**config.mk**
```make
export PLATFORM = sky130hd
export DESIGN_NAME = skt_cell
export DESIGN_NICKNAME = d
export VERILOG_FILES = /design/src/skt_pkg.sv /design/src/skt_cell.sv
export SDC_FILE = /design/constraint.sdc
export NUM_CORES = 1
export LEC_CHECK = 0
export BUFFER_PORTS_ARGS = -buffer_cell sky130_fd_sc_hd__buf_2
export CAP_MARGIN = 20
export CORE_ASPECT_RATIO = 0.75
export CORE_MARGIN = 2
export CORE_UTILIZATION = 40
export DETAILED_ROUTE_END_ITERATION = 10
export GPL_TIMING_DRIVEN = 1
export MAX_ROUTING_LAYER = met4
export PLACE_DENSITY = 0.78
export SKIP_CTS_REPAIR_TIMING = 1
export SYNTH_ARGS = -nofsm -noshare
export SYNTH_HDL_FRONTEND = slang
export SYNTH_SLANG_ARGS = --single-unit
export TNS_END_PERCENT = 50
```
**constraint.sdc**
```tcl
create_clock -name clk_i -period 2.87 [get_ports clk_i]
set_clock_uncertainty 0.2 [all_clocks]
set_input_delay 0.1435 -clock clk_i [delete_from_list [all_inputs] [get_ports clk_i]]
set_output_delay 0.1435 -clock clk_i [all_outputs]
set_load 0.005 [all_outputs]
```
**src/skt_pkg.sv**
```systemverilog
package skt_pkg;

  typedef enum logic [2:0] {
    KIND_INSERT   = 3'd0,
    KIND_LOOKUP   = 3'd1,
    KIND_SET_LINE = 3'd2,
    KIND_REMOVE   = 3'd3,
    KIND_RANK     = 3'd4
  } kind_e;

  typedef enum logic [3:0] {
    STAT_OK        = 4'd0,
    STAT_BAD_SEATS = 4'd1,
    STAT_BAD_KEY   = 4'd2,
    STAT_DUPLICATE = 4'd3,
    STAT_NOT_FOUND = 4'd4,
    STAT_HAS_LINE  = 4'd5,
    STAT_BAD_LINE  = 4'd6,
    STAT_FULL      = 4'd7,
    STAT_BAD_RANK  = 4'd8
  } status_e;

  typedef enum logic [1:0] {
    S_IDLE = 2'd0,
    S_CMP  = 2'd1,
    S_UPD  = 2'd2
  } state_e;

  typedef enum logic [1:0] {
    REG_KEY_LIMIT  = 2'd0,
    REG_SEAT_LIMIT = 2'd1,
    REG_LINE_LIMIT = 2'd2
  } cfg_reg_e;

  localparam logic [7:0] MIN_SEATS = 8'd9;

  typedef struct packed {
    logic [15:0] key;
    logic [7:0]  seats;
    logic [7:0]  line;
  } entry_t;

  localparam int unsigned ENTRY_W = $bits(entry_t);

  typedef struct packed {
    logic        cmp_en;
    logic        rank_mode;
    logic        insert_go;
    logic        remove_go;
    logic        setline_go;
    logic [15:0] op_key;
    entry_t      new_entry;
  } ctl_t;

endpackage

```
**src/skt_cell.sv**
```systemverilog
module skt_cell import skt_pkg::*; (
  input  logic   clk_i,
  input  logic   rst_ni,
  input  ctl_t   ctl_i,
  input  logic   occ_i,
  input  logic   rank_hit_i,
  input  entry_t left_i,
  input  logic   left_lt_i,
  input  entry_t right_i,
  output entry_t entry_o,
  output logic   lt_o,
  output logic   sel_o,
  output entry_t sel_entry_o
);

  entry_t entry_q, entry_d;
  logic   lt_q, lt_d;
  logic   sel_q, sel_d;
  logic   match;

  assign match = occ_i && (entry_q.key == ctl_i.op_key);

  always_comb begin
    lt_d  = lt_q;
    sel_d = sel_q;
    if (ctl_i.cmp_en) begin
      lt_d  = occ_i && (entry_q.key < ctl_i.op_key);
      sel_d = ctl_i.rank_mode ? rank_hit_i : match;
    end
  end

  always_comb begin
    entry_d = entry_q;
    if (ctl_i.insert_go) begin
      // left neighbor below the new key and this one not: insertion point
      if (left_lt_i && !lt_q) begin
        entry_d.key   = ctl_i.new_entry.key;
        entry_d.seats = ctl_i.new_entry.seats;
        entry_d.line  = 8'd0;
      end else if (!left_lt_i) begin
        entry_d = left_i;
      end
    end else if (ctl_i.remove_go) begin
      // at or above the removed key: close the gap
      if (!lt_q) begin
        entry_d = right_i;
      end
    end else if (ctl_i.setline_go && sel_q) begin
      entry_d.line = ctl_i.new_entry.line;
    end
  end

  always_ff @(posedge clk_i) begin
    entry_q <= entry_d;
  end

  always_ff @(posedge clk_i or negedge rst_ni) begin
    if (!rst_ni) begin
      lt_q  <= 1'b0;
      sel_q <= 1'b0;
    end else begin
      lt_q  <= lt_d;
      sel_q <= sel_d;
    end
  end

  assign entry_o     = entry_q;
  assign lt_o        = lt_q;
  assign sel_o       = sel_q;
  assign sel_entry_o = sel_q ? entry_q : '0;

endmodule

```
==> summary.txt <==
Status -> complete, but fails checks
Violated checks -> negative hold slack
Net count after synthesis -> 383
VDD IR max -> 0.208 mV
Critical Path Fanout Max -> 4
Post-synthesis register bit count -> 34
Pin count of the biggest net entering global routing -> 39
Max Freq -> 492 MHz
Vias in the first global route -> 2,388
GPL Wtd Cong -> 0.886
Setup TNS Final -> 0 ns
# diodes -> 0
Most used DFF post-synth -> edfxtp_1
Final period util -> 70.8%
Starting Density -> 41.3%
H-tree levels -> 2
Inst Count DP -> 501
Setup crit end kind -> flop
RSZ-0062 raised after global routing -> no
Post-DP HPWL -> 5890 µm
WP data required -> 2.86 ns
Clock root buffer -> clkbuf_8
First-pass GRT wire length -> 11,000 µm
EDFF count, synth -> 32
Pins over their slew limit -> 0
Pwr dens -> 427 mW/mm²
Slew @ Worst Pin -> 0.519 ns
Row count -> 24
Register area share after synthesis -> 42.2%
Hold Vio Cnt, Final -> 14
Routed len/inst -> 14.3 µm
Yosys warning count -> 0
Relative slew slack -> 65.4%
Clock sinks -> 34
Setup Viol. Count Final -> 0
GR Overflow Total -> 0
Initial antenna violation count -> 0
Leak -> 1.86 nW
Critical path type -> reg2reg
Mapped Area -> 0.00239 mm²
Fraction of registers with async set/reset -> 5.88%
Worst hold slack -> -0.0238 ns
Max-cap violations -> 0
Initial DRC Count -> 76
Worst Path Arrival -> 2.02 ns
Post-route DRC -> 0
CORE AREA -> 0.00580 mm²
Clock buffer count from CTS -> 5
Hold Path Class -> in2reg
IO buf count -> 187
Final nets -> 574
I/O pin cnt -> 188
Hold path cells -> 3
Die H -> 71.0 µm
Syn_area_per_cell -> 9.77 µm²
Clk_lat worst skew -> 0.28 ns
GRT Total Usage -> 21.9%
R2r worst-path depth -> 5
Finished Layout Cells -> 514
Synth cell types -> 29
Vias -> 2,485
CTS tree -> built
Horiz. Die Dim -> 93.3 µm
CTS Buffer Depth -> 2
Via density -> 4.83
Fin crit period -> 2.03 ns
Die Area -> 0.00662 mm²
Drt pass-1 iters -> 4
Area growth from synthesis to layout -> 48.7%
Detail Route Antenna Nets -> 0
Routed WL -> 7350 µm
Worst-path clk slew -> 0.07 ns
Share of layout cells above drive strength 1 -> 47.5%
Mapped Cells -> 245
Critical path launch point type -> flop
-- area by class of cell --
cell class                      count  area (µm²)
Clock buffer                        5        68.8
Clock inverter                      2        10.0
Fill cell                         517        2240
Inverter                           17        63.8
Multi-Input combinational cell    179        1270
Sequential cell                    34        1010
Tap cell                           78        97.6
Timing Repair Buffer              199        1040
-- through the flow --
step / area, µm² / utilization, % / setup slack, ns / power [W]
after detailed placement: 3420 / 59.0 / 0.854 / 0.00119
after CTS: 3500 / 60.4 / 0.835 / 0.00153
after floorplan: 2390 / - / 0.367 / 0.000935
final: 3560 / 61.4 / 0.839 / 0.00152
after global placement: 3420 / 59.0 / 0.901 / 0.00118
after global routing: 3560 / 61.4 / 0.762 / 0.00161
-- cells by family (layout without fill, tap and decap cells) --
family,after synthesis,in the layout,share of synthesized area [%]
adder cells (fa/ha/maj),16,16,8.36
buffers and inverters,32,223,5.44
flip-flops,34,34,42.2
multiplexers,33,33,13.9
AND/OR/NAND/NOR,83,83,18.5
AO/OA/AOI/OAI,47,47,11.7
-- per-layer routing --
layer | wire length (µm) | part of all wire [%] | up-vias | GRT usage [%]
met2 | 3780 | 51 | 103 | 39.2
met4 | 106 | 1.4 | 0 | 7.19
met5 | 0 | 0 | - | -
met1 | 2920 | 40 | 1120 | 25.4
met3 | 539 | 7.3 | 15 | 3.09
li1 | - | - | 1247 | -
-- report_power, final --
part | internal (W) | switching (W) | total, W
combinational | 0.000265 | 0.000247 | 0.000512
clock | 0.000163 | 0.000169 | 0.000332
sequential | 0.000629 | 0.0000441 | 0.000674
-- cells in the final DEF, fill, tap and decap left out, types with 5 or more instances in the layout --
cell / Yosys / routed
nand2_1: 11 / 11
o22ai_1: 9 / 8
a21oi_1: 29 / 29
inv_1: 17 / 17
dlygate4sd3_1: 0 / 6
buf_2: 2 / 187
mux2i_1: 32 / 32
edfxtp_1: 32 / 32
nor2_1: 27 / 27
clkbuf_8: 0 / 5
and2_1: 32 / 32
ha_1: 16 / 16
buf_4: 2 / 6
-- registers in the layout, indices dropped and copies added, names as in the netlist --
register	count
sel_o	1
lt_o	1
entry_o	32
-- critical path, cell delays in order, from the launching register on --
cell      delay [ns]
edfxtp_1        0.41
ha_1            0.35
nand4_4         0.14
nor2_1          0.06
or4_4           0.50
o41ai_2         0.27
-- final timing paths --
check | start | endpoint | slack (ns)
setup / recovery | entry_o[30] | lt_o | 0.84
hold / removal | right_i[28] | entry_o[28] | -0.02
setup reg to reg | entry_o[30] | lt_o | 0.84
hold reg to reg | lt_o | lt_o | 0.47
max in group asynchronous | rst_ni | sel_o | 2.38
min in group asynchronous | rst_ni | lt_o | 0
-- cells in the mapped netlist (3+ instances only) --
cell | instances | area share [%]
inv_1 | 17 | 2.7
a21oi_1 | 29 | 6.1
and2_1 | 32 | 8.4
clkbuf_1 | 11 | 1.7
ha_1 | 16 | 8.4
nand2_1 | 11 | 1.7
nand4_1 | 3 | 0.78
mux2i_1 | 32 | 13
nor2b_1 | 3 | 0.78
nor2_1 | 27 | 4.2
edfxtp_1 | 32 | 40
o22ai_1 | 9 | 2.4
No activity file was read; power rests on OpenSTA's default activity.
